### src/hmac_sha1_engine_unit_defines.svh
`ifndef HMAC_SHA1_ENGINE_UNIT_DEFINES_SVH
`define HMAC_SHA1_ENGINE_UNIT_DEFINES_SVH

// Same-cycle implication, clocked on clk, off while reset is low.
`define HSE_ASSERT_NOW(lbl, clk, rst_n, ante, cons) \
    lbl: assert property (@(posedge clk) disable iff (!(rst_n)) (ante) |-> (cons)) \
        else $error("hse assertion failed");

// Next-cycle implication.
`define HSE_ASSERT_NEXT(lbl, clk, rst_n, ante, cons) \
    lbl: assert property (@(posedge clk) disable iff (!(rst_n)) (ante) |=> (cons)) \
        else $error("hse assertion failed");

`endif

### src/hse_pkg.sv
`timescale 1ns / 1ps
package hse_pkg;

    localparam int LENGTH_BITS_DEF = 61;

    localparam logic [31:0] H0 = 32'h67452301;
    localparam logic [31:0] H1 = 32'hefcdab89;
    localparam logic [31:0] H2 = 32'h98badcfe;
    localparam logic [31:0] H3 = 32'h10325476;
    localparam logic [31:0] H4 = 32'hc3d2e1f0;
    localparam logic [31:0] K0 = 32'h5a827999;
    localparam logic [31:0] K1 = 32'h6ed9eba1;
    localparam logic [31:0] K2 = 32'h8f1bbcdc;
    localparam logic [31:0] K3 = 32'hca62c1d6;
    localparam logic [7:0]  IPAD = 8'h36;
    localparam logic [7:0]  OPAD = 8'h5c;
    localparam logic [7:0]  PAD_START = 8'h80;
    localparam logic [63:0] OUTER_LEN_BITS = 64'd672;   // (64 + 20) bytes

    typedef enum logic [4:0] {
        S_IDLE, S_DISP, S_KRAW, S_KHOLD, S_MHOLD,
        S_CKB, S_CKDIG, S_CKPS, S_CK36, S_CKEND,
        S_CMB, S_CMIN, S_CM5C, S_CMID, S_CMLEN,
        S_F80, S_FZ, S_FLEN,
        S_CLOAD, S_ROUND, S_CADD, S_OUT
    } t_state;

    typedef enum logic [2:0] {
        SRC_HOLD, SRC_KEYRAW, SRC_K36, SRC_K5C, SRC_INNER, SRC_PAD, SRC_ZERO, SRC_LEN
    } t_src;

    typedef struct packed {
        logic       latch;
        logic       push;
        t_src       src;
        logic [5:0] idx;
        logic [6:0] rnd;
        logic       hash_start;
        logic       load_wv;
        logic       round;
        logic       add_chain;
        logic       key_write;
        logic       key_clear;
        logic       key_dig;
        logic       save_inner;
        logic       cnt_inc;
        logic       cnt_clr;
        logic       ovf_clr;
        logic       len_key;
        logic       len_inner;
        logic       len_outer;
    } t_cmd;

    typedef struct packed {
        logic fill_last;
        logic fill_56;
        logic cnt_lt64;
        logic cnt_eq64;
        logic cnt_gt64;
    } t_sts;

endpackage

### src/hse_in_if.sv
`timescale 1ns / 1ps
interface hse_in_if;
    logic       valid;
    logic       ready;
    logic       mode;
    logic       has_byte;
    logic [7:0] data_byte;
    logic       last;

    modport source (output valid, mode, has_byte, data_byte, last, input ready);
    modport sink (input valid, mode, has_byte, data_byte, last, output ready);
endinterface

### src/hse_out_if.sv
`timescale 1ns / 1ps
interface hse_out_if;
    logic        valid;
    logic        ready;
    logic [31:0] digest_word;
    logic [2:0]  word_index;
    logic        final_word;
    logic        length_overflow;

    modport source (output valid, digest_word, word_index, final_word, length_overflow,
                    input ready);
    modport sink (input valid, digest_word, word_index, final_word, length_overflow,
                  output ready);
endinterface

### src/hse_datapath.sv
`timescale 1ns / 1ps
module hse_datapath
    import hse_pkg::*;
#(
    parameter int LENGTH_BITS = LENGTH_BITS_DEF
) (
    input  logic        i_clk,
    input  logic        i_rst_n,
    input  t_cmd        i_cmd,
    input  logic [7:0]  i_byte,
    output t_sts        o_sts,
    output logic [31:0] o_word,
    output logic        o_ovf
);

    logic [31:0] r_key [16];
    logic [31:0] r_w [16];
    logic [31:0] r_chain [5];
    logic [31:0] r_wv [5];
    logic [31:0] r_inner [5];
    logic [23:0] r_acc;
    logic [5:0]  r_fill;
    logic [LENGTH_BITS-1:0] r_cnt;
    logic        r_ovf;
    logic [63:0] r_len;
    logic [7:0]  r_hold;

    logic [31:0] key_w, inner_w, new_w, f, kc, sum, full_word;
    logic [7:0]  key_b, inner_b, pb;
    logic [4:0]  bsh;
    logic [LENGTH_BITS-1:0] cnt_max;
    logic [61:0] cnt_plus;

    assign cnt_max  = '1;
    assign bsh      = {~i_cmd.idx[1:0], 3'b000};
    assign key_w    = r_key[i_cmd.idx[5:2]];
    assign key_b    = 8'(key_w >> bsh);
    assign inner_w  = (i_cmd.idx[4:2] < 3'd5) ? r_inner[i_cmd.idx[4:2]] : '0;
    assign inner_b  = 8'(inner_w >> bsh);
    assign cnt_plus = 62'(r_cnt) + 62'd64;
    assign full_word = {r_acc, pb};
    assign new_w    = {r_w[13] ^ r_w[8] ^ r_w[2] ^ r_w[0]} << 1
                    | {31'd0, r_w[13][31] ^ r_w[8][31] ^ r_w[2][31] ^ r_w[0][31]};

    always_comb begin
        unique case (i_cmd.src)
            SRC_HOLD:   pb = r_hold;
            SRC_KEYRAW: pb = key_b;
            SRC_K36:    pb = key_b ^ IPAD;
            SRC_K5C:    pb = key_b ^ OPAD;
            SRC_INNER:  pb = inner_b;
            SRC_PAD:    pb = PAD_START;
            SRC_ZERO:   pb = 8'd0;
            SRC_LEN:    pb = r_len[63:56];
            default:    pb = 8'd0;
        endcase
    end

    always_comb begin
        priority if (i_cmd.rnd < 7'd20) begin
            f  = (r_wv[1] & r_wv[2]) | (~r_wv[1] & r_wv[3]);
            kc = K0;
        end else if (i_cmd.rnd < 7'd40) begin
            f  = r_wv[1] ^ r_wv[2] ^ r_wv[3];
            kc = K1;
        end else if (i_cmd.rnd < 7'd60) begin
            f  = (r_wv[1] & r_wv[2]) | (r_wv[1] & r_wv[3]) | (r_wv[2] & r_wv[3]);
            kc = K2;
        end else begin
            f  = r_wv[1] ^ r_wv[2] ^ r_wv[3];
            kc = K3;
        end
        sum = {r_wv[0][26:0], r_wv[0][31:27]} + f + r_wv[4] + kc + r_w[0];
    end

    always_ff @(posedge i_clk) begin
        if (!i_rst_n) begin
            r_fill  <= '0;
            r_cnt   <= '0;
            r_ovf   <= 1'b0;
            r_chain <= '{H0, H1, H2, H3, H4};
            for (int i = 0; i < 16; i++) r_key[i] <= '0;
        end else begin
            if (i_cmd.latch) r_hold <= i_byte;
            if (i_cmd.hash_start) begin
                r_chain <= '{H0, H1, H2, H3, H4};
                r_fill  <= '0;
            end
            if (i_cmd.push) begin
                r_acc  <= full_word[23:0];
                r_fill <= r_fill + 6'd1;
                if (r_fill[1:0] == 2'd3) begin
                    for (int i = 0; i < 15; i++) r_w[i] <= r_w[i+1];
                    r_w[15] <= full_word;
                end
                if (i_cmd.src == SRC_LEN) r_len <= {r_len[55:0], 8'd0};
            end
            if (i_cmd.load_wv) r_wv <= r_chain;
            if (i_cmd.round) begin
                r_wv[0] <= sum;
                r_wv[1] <= r_wv[0];
                r_wv[2] <= {r_wv[1][1:0], r_wv[1][31:2]};
                r_wv[3] <= r_wv[2];
                r_wv[4] <= r_wv[3];
                for (int i = 0; i < 15; i++) r_w[i] <= r_w[i+1];
                r_w[15] <= new_w;
            end
            if (i_cmd.add_chain) begin
                for (int i = 0; i < 5; i++) r_chain[i] <= r_chain[i] + r_wv[i];
            end
            if (i_cmd.key_write) begin
                r_key[r_cnt[5:2]] <= (r_key[r_cnt[5:2]]
                                      & ~(32'hff << {~r_cnt[1:0], 3'b000}))
                                   | (32'(r_hold) << {~r_cnt[1:0], 3'b000});
            end
            if (i_cmd.key_clear) begin
                for (int i = 0; i < 16; i++) r_key[i] <= '0;
            end
            if (i_cmd.key_dig) begin
                for (int i = 0; i < 16; i++) r_key[i] <= (i < 5) ? r_chain[i % 5] : '0;
            end
            if (i_cmd.save_inner) r_inner <= r_chain;
            if (i_cmd.cnt_inc) begin
                if (r_cnt == cnt_max) r_ovf <= 1'b1;
                else r_cnt <= r_cnt + 1'b1;
            end
            if (i_cmd.cnt_clr) r_cnt <= '0;
            if (i_cmd.ovf_clr) r_ovf <= 1'b0;
            if (i_cmd.len_key) r_len <= {64'(r_cnt)} << 3;
            if (i_cmd.len_inner) r_len <= {cnt_plus[60:0], 3'b000};
            if (i_cmd.len_outer) r_len <= OUTER_LEN_BITS;
        end
    end

    assign o_sts.fill_last = (r_fill == 6'd63);
    assign o_sts.fill_56   = (r_fill == 6'd56);
    assign o_sts.cnt_lt64  = (r_cnt < LENGTH_BITS'(64));
    assign o_sts.cnt_eq64  = (r_cnt == LENGTH_BITS'(64));
    assign o_sts.cnt_gt64  = (r_cnt > LENGTH_BITS'(64));
    assign o_word = (i_cmd.idx[2:0] < 3'd5) ? r_chain[i_cmd.idx[2:0]] : '0;
    assign o_ovf  = r_ovf;

endmodule

### src/hse_ctrl.sv
`timescale 1ns / 1ps
`include "hmac_sha1_engine_unit_defines.svh"
module hse_ctrl
    import hse_pkg::*;
(
    input  logic       i_clk,
    input  logic       i_rst_n,
    input  logic       i_in_valid,
    input  logic       i_mode,
    input  logic       i_has,
    input  logic       i_last,
    input  logic       i_out_ready,
    input  t_sts       i_sts,
    output logic       o_in_ready,
    output logic       o_out_valid,
    output logic [2:0] o_out_idx,
    output t_cmd       o_cmd
);

    t_state     r_state, n_state, r_ret, n_ret, r_fret, n_fret, nxt;
    logic [5:0] r_idx, n_idx;
    logic [6:0] r_rnd, n_rnd;
    logic       r_phase, n_phase, r_mode, n_mode, r_has, n_has, r_last, n_last;

    always_ff @(posedge i_clk) begin
        if (!i_rst_n) begin
            r_state <= S_IDLE;
            r_ret   <= S_IDLE;
            r_fret  <= S_IDLE;
            r_idx   <= '0;
            r_rnd   <= '0;
            r_phase <= 1'b0;
            r_mode  <= 1'b0;
            r_has   <= 1'b0;
            r_last  <= 1'b0;
        end else begin
            r_state <= n_state;
            r_ret   <= n_ret;
            r_fret  <= n_fret;
            r_idx   <= n_idx;
            r_rnd   <= n_rnd;
            r_phase <= n_phase;
            r_mode  <= n_mode;
            r_has   <= n_has;
            r_last  <= n_last;
        end
    end

    always_comb begin
        n_ret   = r_ret;
        n_fret  = r_fret;
        n_idx   = r_idx;
        n_rnd   = r_rnd;
        n_phase = r_phase;
        n_mode  = r_mode;
        n_has   = r_has;
        n_last  = r_last;
        nxt     = r_state;
        o_cmd   = '0;
        o_cmd.src = SRC_ZERO;
        o_in_ready  = 1'b0;
        o_out_valid = 1'b0;

        unique case (r_state)
            S_IDLE: begin
                o_in_ready = 1'b1;
                if (i_in_valid) begin
                    o_cmd.latch = 1'b1;
                    n_mode = i_mode;
                    n_has  = i_has;
                    n_last = i_last;
                    nxt    = S_DISP;
                end
            end
            S_DISP: begin
                if (!r_phase && !r_mode) begin
                    if (r_has) begin
                        if (i_sts.cnt_lt64) begin
                            o_cmd.key_write = 1'b1;
                            o_cmd.cnt_inc   = 1'b1;
                            nxt = r_last ? S_CKB : S_IDLE;
                        end else if (i_sts.cnt_eq64) begin
                            // long key: start hashing the buffered 64 bytes
                            o_cmd.hash_start = 1'b1;
                            n_idx = '0;
                            nxt   = S_KRAW;
                        end else begin
                            nxt = S_KHOLD;
                        end
                    end else begin
                        nxt = r_last ? S_CKB : S_IDLE;
                    end
                end else if (!r_phase) begin
                    nxt = S_CKB;     // message beat closes the key first
                end else if (!r_mode) begin
                    nxt = S_IDLE;
                end else if (r_has) begin
                    nxt = S_MHOLD;
                end else begin
                    nxt = r_last ? S_CMB : S_IDLE;
                end
            end
            S_KRAW: begin
                o_cmd.push = 1'b1;
                o_cmd.src  = SRC_KEYRAW;
                n_idx = r_idx + 6'd1;
                if (r_idx == 6'd63) nxt = S_KHOLD;
            end
            S_KHOLD: begin
                o_cmd.push    = 1'b1;
                o_cmd.src     = SRC_HOLD;
                o_cmd.cnt_inc = 1'b1;
                nxt = r_last ? S_CKB : S_IDLE;
            end
            S_MHOLD: begin
                o_cmd.push    = 1'b1;
                o_cmd.src     = SRC_HOLD;
                o_cmd.cnt_inc = 1'b1;
                nxt = r_last ? S_CMB : S_IDLE;
            end
            S_CKB: begin
                if (i_sts.cnt_gt64) begin
                    o_cmd.len_key = 1'b1;
                    n_fret = S_CKDIG;
                    nxt    = S_F80;
                end else begin
                    nxt = S_CKPS;
                end
            end
            S_CKDIG: begin
                o_cmd.key_dig = 1'b1;
                nxt = S_CKPS;
            end
            S_CKPS: begin
                o_cmd.hash_start = 1'b1;
                n_idx = '0;
                nxt   = S_CK36;
            end
            S_CK36: begin
                o_cmd.push = 1'b1;
                o_cmd.src  = SRC_K36;
                n_idx = r_idx + 6'd1;
                if (r_idx == 6'd63) nxt = S_CKEND;
            end
            S_CKEND: begin
                o_cmd.cnt_clr = 1'b1;
                n_phase = 1'b1;
                nxt     = S_DISP;
            end
            S_CMB: begin
                o_cmd.len_inner = 1'b1;
                n_fret = S_CMIN;
                nxt    = S_F80;
            end
            S_CMIN: begin
                o_cmd.save_inner = 1'b1;
                o_cmd.hash_start = 1'b1;
                n_idx = '0;
                nxt   = S_CM5C;
            end
            S_CM5C: begin
                o_cmd.push = 1'b1;
                o_cmd.src  = SRC_K5C;
                n_idx = r_idx + 6'd1;
                if (r_idx == 6'd63) begin
                    n_idx = '0;
                    nxt   = S_CMID;
                end
            end
            S_CMID: begin
                o_cmd.push = 1'b1;
                o_cmd.src  = SRC_INNER;
                n_idx = r_idx + 6'd1;
                if (r_idx == 6'd19) nxt = S_CMLEN;
            end
            S_CMLEN: begin
                o_cmd.len_outer = 1'b1;
                n_fret = S_OUT;
                nxt    = S_F80;
            end
            S_F80: begin
                o_cmd.push = 1'b1;
                o_cmd.src  = SRC_PAD;
                nxt = S_FZ;
            end
            S_FZ: begin
                if (i_sts.fill_56) begin
                    n_idx = '0;
                    nxt   = S_FLEN;
                end else begin
                    o_cmd.push = 1'b1;
                    o_cmd.src  = SRC_ZERO;
                end
            end
            S_FLEN: begin
                o_cmd.push = 1'b1;
                o_cmd.src  = SRC_LEN;
                n_idx = r_idx + 6'd1;
                if (r_idx == 6'd7) begin
                    n_idx = '0;
                    nxt   = r_fret;
                end
            end
            S_CLOAD: begin
                o_cmd.load_wv = 1'b1;
                n_rnd = '0;
                nxt   = S_ROUND;
            end
            S_ROUND: begin
                o_cmd.round = 1'b1;
                n_rnd = r_rnd + 7'd1;
                if (r_rnd == 7'd79) nxt = S_CADD;
            end
            S_CADD: begin
                o_cmd.add_chain = 1'b1;
                nxt = r_ret;
            end
            S_OUT: begin
                o_out_valid = 1'b1;
                if (i_out_ready) begin
                    if (r_idx == 6'd4) begin
                        o_cmd.key_clear  = 1'b1;
                        o_cmd.cnt_clr    = 1'b1;
                        o_cmd.ovf_clr    = 1'b1;
                        o_cmd.hash_start = 1'b1;
                        n_phase = 1'b0;
                        n_idx   = '0;
                        nxt     = S_IDLE;
                    end else begin
                        n_idx = r_idx + 6'd1;
                    end
                end
            end
            default: nxt = S_IDLE;
        endcase

        o_cmd.idx = r_idx;
        o_cmd.rnd = r_rnd;

        // a push that completes a block runs the compression before moving on
        if (o_cmd.push && i_sts.fill_last) begin
            n_ret   = nxt;
            n_state = S_CLOAD;
        end else begin
            n_state = nxt;
        end
    end

    assign o_out_idx = r_idx[2:0];

    `HSE_ASSERT_NOW(a_out_idx_range, i_clk, i_rst_n, o_out_valid, r_idx <= 6'd4)
    `HSE_ASSERT_NEXT(a_digest_done, i_clk, i_rst_n,
                     o_out_valid && i_out_ready && r_idx == 6'd4,
                     r_state == S_IDLE && !r_phase)
    `HSE_ASSERT_NEXT(a_round_end, i_clk, i_rst_n,
                     r_state == S_ROUND && r_rnd == 7'd79, r_state == S_CADD)
    `HSE_ASSERT_NOW(a_round_bound, i_clk, i_rst_n, r_state == S_ROUND, r_rnd <= 7'd79)

endmodule

### src/hmac_sha1_engine_unit.sv
`timescale 1ns / 1ps
// HMAC-SHA1 engine, one byte per input beat.
// Input channel: beats with mode = 0 carry key bytes, then beats with mode = 1
// carry message bytes; a beat with last = 1 closes the key or the message, with
// or without a byte (has_byte). A message beat before the key is closed closes
// the key as it stands; key beats during a message are dropped.
// Output channel: on the beat that closes a message, five beats of 32-bit
// digest words follow, word_index 0..4, final_word on the last one, and
// length_overflow set if the byte counter saturated since the key began.
// Steps: a key byte of the first 64 is accepted, then written to the key store;
// a message byte or a long-key byte is accepted, dispatched, then pushed into
// the block; every 64th hashed byte runs the compression loop, one round per
// cycle. Closing a message runs inner padding, outer key block, inner digest
// and outer padding before the first digest word.
// Only one beat is in flight: the input is not ready while a beat is being
// worked on or while digest words wait; a stalled receiver holds the word.
// Reset (synchronous, active low) clears the key and counter and returns the
// engine to awaiting key bytes.
module hmac_sha1_engine_unit
    import hse_pkg::*;
#(
    parameter int LENGTH_BITS = LENGTH_BITS_DEF
) (
    input  logic      i_clk,
    input  logic      i_rst_n,
    hse_in_if.sink    i_in,
    hse_out_if.source o_out
);

    t_cmd       cmd;
    t_sts       sts;
    logic [2:0] out_idx;
    logic [31:0] word;
    logic       ovf;

    hse_ctrl u_ctrl (
        .i_clk       (i_clk),
        .i_rst_n     (i_rst_n),
        .i_in_valid  (i_in.valid),
        .i_mode      (i_in.mode),
        .i_has       (i_in.has_byte),
        .i_last      (i_in.last),
        .i_out_ready (o_out.ready),
        .i_sts       (sts),
        .o_in_ready  (i_in.ready),
        .o_out_valid (o_out.valid),
        .o_out_idx   (out_idx),
        .o_cmd       (cmd)
    );

    hse_datapath #(.LENGTH_BITS(LENGTH_BITS)) u_dp (
        .i_clk   (i_clk),
        .i_rst_n (i_rst_n),
        .i_cmd   (cmd),
        .i_byte  (i_in.data_byte),
        .o_sts   (sts),
        .o_word  (word),
        .o_ovf   (ovf)
    );

    assign o_out.digest_word     = word;
    assign o_out.word_index      = out_idx;
    assign o_out.final_word      = (out_idx == 3'd4);
    assign o_out.length_overflow = ovf;

endmodule
### src/flat_wrapper.sv
// flat-port wrapper written by rule: the top's interface ports become plain ports
module hmac_sha1_engine_unit_flat import hse_pkg::*;
#(
    parameter int LENGTH_BITS = LENGTH_BITS_DEF
)
  (i_clk, i_rst_n, i_in_valid, i_in_mode, i_in_has_byte, i_in_data_byte, i_in_last, i_in_ready, o_out_valid, o_out_digest_word, o_out_word_index, o_out_final_word, o_out_length_overflow, o_out_ready);
  hse_in_if i_in_i ();
  hse_out_if o_out_i ();
  input  logic i_clk;
  input  logic i_rst_n;
  input wire logic [$bits(i_in_i.valid)-1:0] i_in_valid;
  input wire logic [$bits(i_in_i.mode)-1:0] i_in_mode;
  input wire logic [$bits(i_in_i.has_byte)-1:0] i_in_has_byte;
  input wire logic [$bits(i_in_i.data_byte)-1:0] i_in_data_byte;
  input wire logic [$bits(i_in_i.last)-1:0] i_in_last;
  output wire logic [$bits(i_in_i.ready)-1:0] i_in_ready;
  output wire logic [$bits(o_out_i.valid)-1:0] o_out_valid;
  output wire logic [$bits(o_out_i.digest_word)-1:0] o_out_digest_word;
  output wire logic [$bits(o_out_i.word_index)-1:0] o_out_word_index;
  output wire logic [$bits(o_out_i.final_word)-1:0] o_out_final_word;
  output wire logic [$bits(o_out_i.length_overflow)-1:0] o_out_length_overflow;
  input wire logic [$bits(o_out_i.ready)-1:0] o_out_ready;
  assign i_in_i.valid = i_in_valid;
  assign i_in_i.mode = i_in_mode;
  assign i_in_i.has_byte = i_in_has_byte;
  assign i_in_i.data_byte = i_in_data_byte;
  assign i_in_i.last = i_in_last;
  assign i_in_ready = i_in_i.ready;
  assign o_out_valid = o_out_i.valid;
  assign o_out_digest_word = o_out_i.digest_word;
  assign o_out_word_index = o_out_i.word_index;
  assign o_out_final_word = o_out_i.final_word;
  assign o_out_length_overflow = o_out_i.length_overflow;
  assign o_out_i.ready = o_out_ready;
  hmac_sha1_engine_unit #(.LENGTH_BITS(LENGTH_BITS)) u_core (.i_clk(i_clk), .i_rst_n(i_rst_n), .i_in(i_in_i), .o_out(o_out_i));
endmodule
### config.mk
export PLATFORM = sky130hd
export DESIGN_NAME = hmac_sha1_engine_unit_flat
export DESIGN_NICKNAME = d
export VERILOG_FILES = /design/src/hse_pkg.sv /design/src/hse_in_if.sv /design/src/hse_out_if.sv /design/src/hse_datapath.sv /design/src/hse_ctrl.sv /design/src/hmac_sha1_engine_unit.sv /design/src/flat_wrapper.sv
export VERILOG_INCLUDE_DIRS = /design/src /design/src/src
export SDC_FILE = /design/constraint.sdc
export NUM_CORES = 2
export LEC_CHECK = 0
export BUFFER_PORTS_ARGS = -buffer_cell sky130_fd_sc_hd__buf_4
export CORE_UTILIZATION = 36
export DETAILED_ROUTE_END_ITERATION = 7
export PLACE_DENSITY = 0.48
export SLEW_MARGIN = 20
export SYNTH_ARGS = -nofsm -noshare
export SYNTH_HDL_FRONTEND = slang
export SYNTH_SLANG_ARGS = --single-unit
export TNS_END_PERCENT = 100
### constraint.sdc
create_clock -name i_clk -period 45.1 [get_ports i_clk]
set_input_delay 9.02 -clock i_clk [delete_from_list [all_inputs] [get_ports i_clk]]
set_output_delay 9.02 -clock i_clk [all_outputs]
set_load 0.1 [all_outputs]
# Word-level counts from Yosys, hierarchy flattened
# Memory sizes are Yosys's and may differ from the RTL's. A register that Yosys moved wholly into a read port is not among the register bits.
# Cells that the tools add are included.
# W data, S select, Z words.
[word_totals]
register_bits = 676
output_inout_bits = 39
inputBits = 15
wordCells = 386
ramBits = 1024
memories = 2
[classes]
add_sub_neg = 14
n_bitwise = 76
shift = 4
n_reduce_logical = 35
n_lt_le_gt_ge = 9
n_mux = 167
eq_ne = 47
[memory_table]
columns = ["memory", "depth", "word_bits", "rd", "rd_ports_with_merged_regs", "write_ports", "line", "source"]
rows = [
  ["u_core.u_dp.r_key", 16, 32, 2, 2, 16, "hse_datapath.sv:16", "logic [31:0] r_key [16];"],
  ["u_core.u_dp.r_w", 16, 32, 16, 0, 16, "hse_datapath.sv:17", "logic [31:0] r_w [16];"],
]
[op_table]
columns = ["cell", "count"]
rows = [
  ["$mux W32", 60],
  ["$mux W160", 4],
  ["$add A32 B32 Y32", 9],
  ["$mux W64", 4],
  ["$bmux W32 S3", 2],
  ["$and A32 B32 Y32", 5],
  ["$or A32 B32 Y32", 4],
  ["$pmux W5 S21", 1],
  ["$xor A31 B31 Y31", 3],
  ["$mux W5", 16],
  ["$mux W6", 11],
  ["$not A32 Y32", 2],
  ["$pmux W8 S8", 1],
  ["$shr A32 B5 Y8", 2],
  ["$xor A32 B32 Y32", 2],
  ["$add A61 B1 Y61 const B", 1],
  ["$add A61 B7 Y61 const B", 1],
  ["$eq A61 B61 Y1 const B", 1],
  ["$eq A61 B7 Y1 const B", 1],
  ["$gt A61 B7 Y1 const B", 1],
  ["$lt A61 B7 Y1 const B", 1],
  ["$or A1 B1 Y1", 48],
  ["$mux W1", 46],
  ["$pmux W6 S7", 1],
  ["other kinds (52)", 125],
]

# Depth between registers and ports, before layout
[depth]
depth_word = 11
ltp_mapped = 25
ltp_nobuf = 23

# Cells and area by module
# Synthesis repeated with hierarchy kept, for this count alone.
[unflattened]
cells_unflattened = 6920
hier_area_um2 = 86250.2
[modules_own_cells]
columns = ["module", "seq_area_each_um2", "area_each_um2", "n_inst", "cells_each"]
rows = [
  ["hse_datapath", 47795.8, 83837.9, 1, 6593],
  ["hse_ctrl", 640.6, 2399.8, 1, 326],
  ["hmac_sha1_engine_unit", 0.0, 12.5, 1, 1],
]

# Worst setup path before layout
# OpenSTA, ideal clock, no wires.
[synth_path]
kind = "input to register"
from = "input port i_rst_n"
to = "memory u_core.u_dp.r_w[0][0], enable pin"
setup_ns = 2.098
required_time_ns = 43.002
path_buffers = 1
arrival_time_ns = 44.992
stages = 3
slack_ns = -1.990
path_cell_list = "clkinv_1 -> clkbuf_1 -> o21ai_0"
[synth_lines]
columns = ["element", "line", "source"]
rows = [
  ["start, declared", "flat_wrapper.sv:10", "input logic i_rst_n;"],
  ["end, declared", "hse_datapath.sv:17", ""],
]

==> flow_metrics.tcl <==
set metrics [dict create \
    outcome "completed" \
    grt_max_degree 204 \
    cts_tree "yes" \
    max_freq_ghz 0.0742 \
    gp_congestion 0.913 \
    dr.pass1.iters 6 \
    cts.path.max_buffers 3 \
    rsz0062_at_grt "false" \
    vias 59400 \
    topRoutingLayerUsed "met5" \
    syn_inst 7037 \
    clk_pin_slew_ns 0.06 \
    timing.hold.ws_ns 0.396 \
    hold_viol 0 \
    crit_chain "buf_4 -> inv_4 -> nor2_2 -> nand2_2 -> buf_4 -> o21ai_4 -> buf_4 -> buf_4 -> buf_4 -> buf_4" \
    grt_pass1_vias 56400 \
    cp-end-kind "flop" \
    clock_latency_ns 0.87 \
    criticalPathCategory "input port to flop" \
    cts_root_buf "clkbuf_16" \
    hold_class "flop to flop" \
    io_buffers 53 \
    post_drt_via_cell_ratio 5.73 \
    synth_nets 7381 \
    cts_setup_buffers 0 \
    critPathSlowestCell "buf_4" \
    grt_overflow_total 0 \
    ys_warn_count 0 \
    grtUsageTotal_pct 23.9 \
    drive_above_1_share_pct 13.9 \
    ys_seq_area_share_pct 56.6 \
    maxSlewHeadroom_pct 18.9 \
    wl_met3_mm 23.4 \
    die_area_mm2 0.240 \
    finalCritPeriodShare_pct 29.9 \
    grt_first_pass_wirelength_mm 416 \
    cp-start-kind "input port" \
    setup_viol 0 \
    vdd_drop_max_uv 30.0 \
    netlist_area_mm2 0.0857 \
    postRouteAntennaNets 0 \
    cts.sinks 1705 \
    synth_ff_type "edfxtp_1" \
    routed_wl_mm 293 \
    core_area_mm2 0.236 \
    cts_max_level 4 \
    whs_path_depth 0 \
    nets 7391 \
    worst_pin_slew_ns 1.20 \
    antenna_found_initial 25 \
    drc_errors 0 \
    numCtsBuffers 191 \
    cpMostUsedCell "buf_4" \
    die_width_um 490 \
    cts_resized 0 \
    wl_met1_mm 134 \
    pin_count 54 \
    worst_path_largest_cell_delay_ns 0.90 \
    initial_utilization_pct 36.3 \
    fillers 22200 \
    p_per_area_mw_per_mm2 35.3 \
    dp_hpwl_mm 203 \
    initialDrtViolationCount 7338 \
    num_rows 178 \
    critPathArrivalTime_ns 13.93 \
    setup_tns_ns 0 \
    fin_crit_ns 13.47 \
    async_flop_share_pct 0 \
    post_drt_wl_per_cell_um 28.3 \
    reg2reg_depth 22 \
    drv_slew 0 \
    die_h_um 490 \
    synth_edf_count 1437 \
    worst-path-max-fanout 83 \
    worstPathRequired_ns 45.56 \
    wl_met2_mm 126 \
    avgSynthCellArea_um2 12.2 \
    leakage_nw 33.7 \
    finalClockSkew_ns 0.0706 \
    area_growth_syn_to_layout_pct 12.6 \
    cap_violations 0 \
    ys_seq_elements 1705 \
    ys_types 87 \
    ctsHoldBuffers 0 \
]
-- worst max-delay path: cells and delay by family --
kind | cells | cell delay (ns)
simple gates | 2 | 0.30
buf+inv | 7 | 4.08
compound gates | 1 | 0.31
-- placed cells by master (no fill, tap or decap), drive strengths merged, types with 113 or more instances in the layout --
| cell type | Yosys | layout |
|---|---|---|
| a21oi | 391 | 391 |
| buf | 68 | 221 |
| clkbuf | 336 | 251 |
| dfxtp | 268 | 268 |
| edfxtp | 1437 | 1437 |
| fa | 125 | 125 |
| ha | 204 | 204 |
| inv | 263 | 268 |
| mux4 | 366 | 366 |
| nand2 | 886 | 886 |
| nor2 | 806 | 806 |
| o21ai | 502 | 502 |
| xnor2 | 191 | 191 |
| xor2 | 113 | 113 |
-- final timing paths --
path,from,endpoint,slack (ns)
setup / recovery,i_rst_n,u_core.u_dp.r_w[0][143]$_DFFE_PP_,31.63
hold / removal,u_core.u_dp.r_w[0][177]$_DFFE_PP_,u_core.u_dp.r_w[0][145]$_DFFE_PP_,0.40
setup reg to reg,u_core.u_ctrl.r_rnd[3]$_SDFFE_PN0P_,u_core.u_dp.r_wv[158]$_DFFE_PP_,36.52
hold reg to reg,u_core.u_dp.r_w[0][177]$_DFFE_PP_,u_core.u_dp.r_w[0][145]$_DFFE_PP_,0.40
-- power by group --
group	total [W]	switching [W]	leakage [nW]	internal [W]
clock	0.00161	0.000690	3.14	0.000917
combinational	0.0000759	0.0000513	15.1	0.0000247
sequential	0.00173	0.0000135	15.5	0.00171
-- cell usage after synthesis (30+ instances only) --
library cell	number	area share [%]
mux2i_1	43	0.50
a21o_1	86	0.75
mux2_2	33	0.43
nor2b_1	30	0.22
a31oi_1	31	0.23
a21oi_1	390	2.3
dfxtp_1	268	6.3
ha_1	204	3.0
or3_1	34	0.25
xor2_1	113	1.2
nand4_1	40	0.29
edfxtp_1	1437	50
mux4_2	366	9.6
nor2_1	805	3.5
nor3_1	77	0.45
inv_1	260	1.1
nand3_1	86	0.50
o22ai_1	78	0.57
and3_1	57	0.42
nand2_1	886	3.9
xnor2_1	191	2.0
fa_1	125	2.9
clkbuf_1	336	1.5
o21ai_0	474	2.8
o21a_1	34	0.30
a22oi_1	110	0.96
-- per-layer routing --
layer  global-route usage [%]  vias to the layer above
li1                         -                    26100
met1                     36.2                    30400
met2                     34.9                     2526
met3                     3.56                      368
met4                     7.65                        2
met5                        0                        -
-- registers in the layout, indices dropped and copies added (netlist names), 5 cells and up, named ones only --
| register | cells |
|---|---|
| u_core.u_dp.r_len | 61 |
| u_core.u_ctrl.r_ret | 5 |
| u_core.u_dp.r_key | 512 |
| u_core.u_ctrl.r_idx | 6 |
| u_core.u_dp.r_wv | 160 |
| u_core.u_dp.r_w | 512 |
| u_core.u_ctrl.r_state | 5 |
| u_core.u_dp.r_fill | 6 |
| u_core.u_dp.r_inner | 160 |
| u_core.u_dp.r_cnt | 61 |
| u_core.u_dp.r_hold | 8 |
| u_core.u_ctrl.r_rnd | 7 |
| u_core.u_dp.r_acc | 24 |
| u_core.u_ctrl.r_fret | 5 |
| u_core.u_dp.r_chain | 160 |
-- through the flow --
| stage | setup slack [ns] | std cells | power, W | area (µm²) | util (%) |
|---|---|---|---|---|---|
| finish | 31.63 | 10400 | 0.00341 | 96500 | 40.9 |
| global route | 31.14 | 10400 | 0.00351 | 96500 | 40.9 |
| CTS | 31.54 | 10400 | 0.00344 | 96500 | 40.9 |
| detailed placement | 30.62 | 10000 | 0.00184 | 90000 | 38.1 |
| global placement | 30.72 | 10000 | 0.00183 | 89900 | 38.1 |
| floorplan | 11.86 | 7037 | 0.00180 | 85700 | - |
-- area by class of cell --
cell class                      count  area [µm²]  share of cell area, %
Antenna cell                        7        17.5                 0.0181
Clock buffer                      251        5230                   5.41
Tap cell                         3150        3940                   4.08
Clock inverter                    111        1270                   1.32
Sequential cell                  1705       48500                   50.3
Inverter                          267        1000                   1.04
Multi-Input combinational cell   4661       34800                   36.0
Timing Repair Buffer              221        1760                   1.82
-- logic make-up (layout without fill, tap and decap cells) --
kind of cell / count (synthesis) / count (layout) / share of synthesized area [%]
xor gates and xnor gates: 304 / 304 / 3.11
adders and majority gates: 329 / 329 / 5.90
DFF: 1705 / 1705 / 56.6
buffers and inverters: 671 / 850 / 3.07
AOI/OAI and AO/OA: 1455 / 1455 / 10.3
other: 0 / 7 / 0
and+or+nand+nor: 2131 / 2131 / 10.5
muxes: 442 / 442 / 10.6
Note: power is estimated with default switching activity, not from simulation.
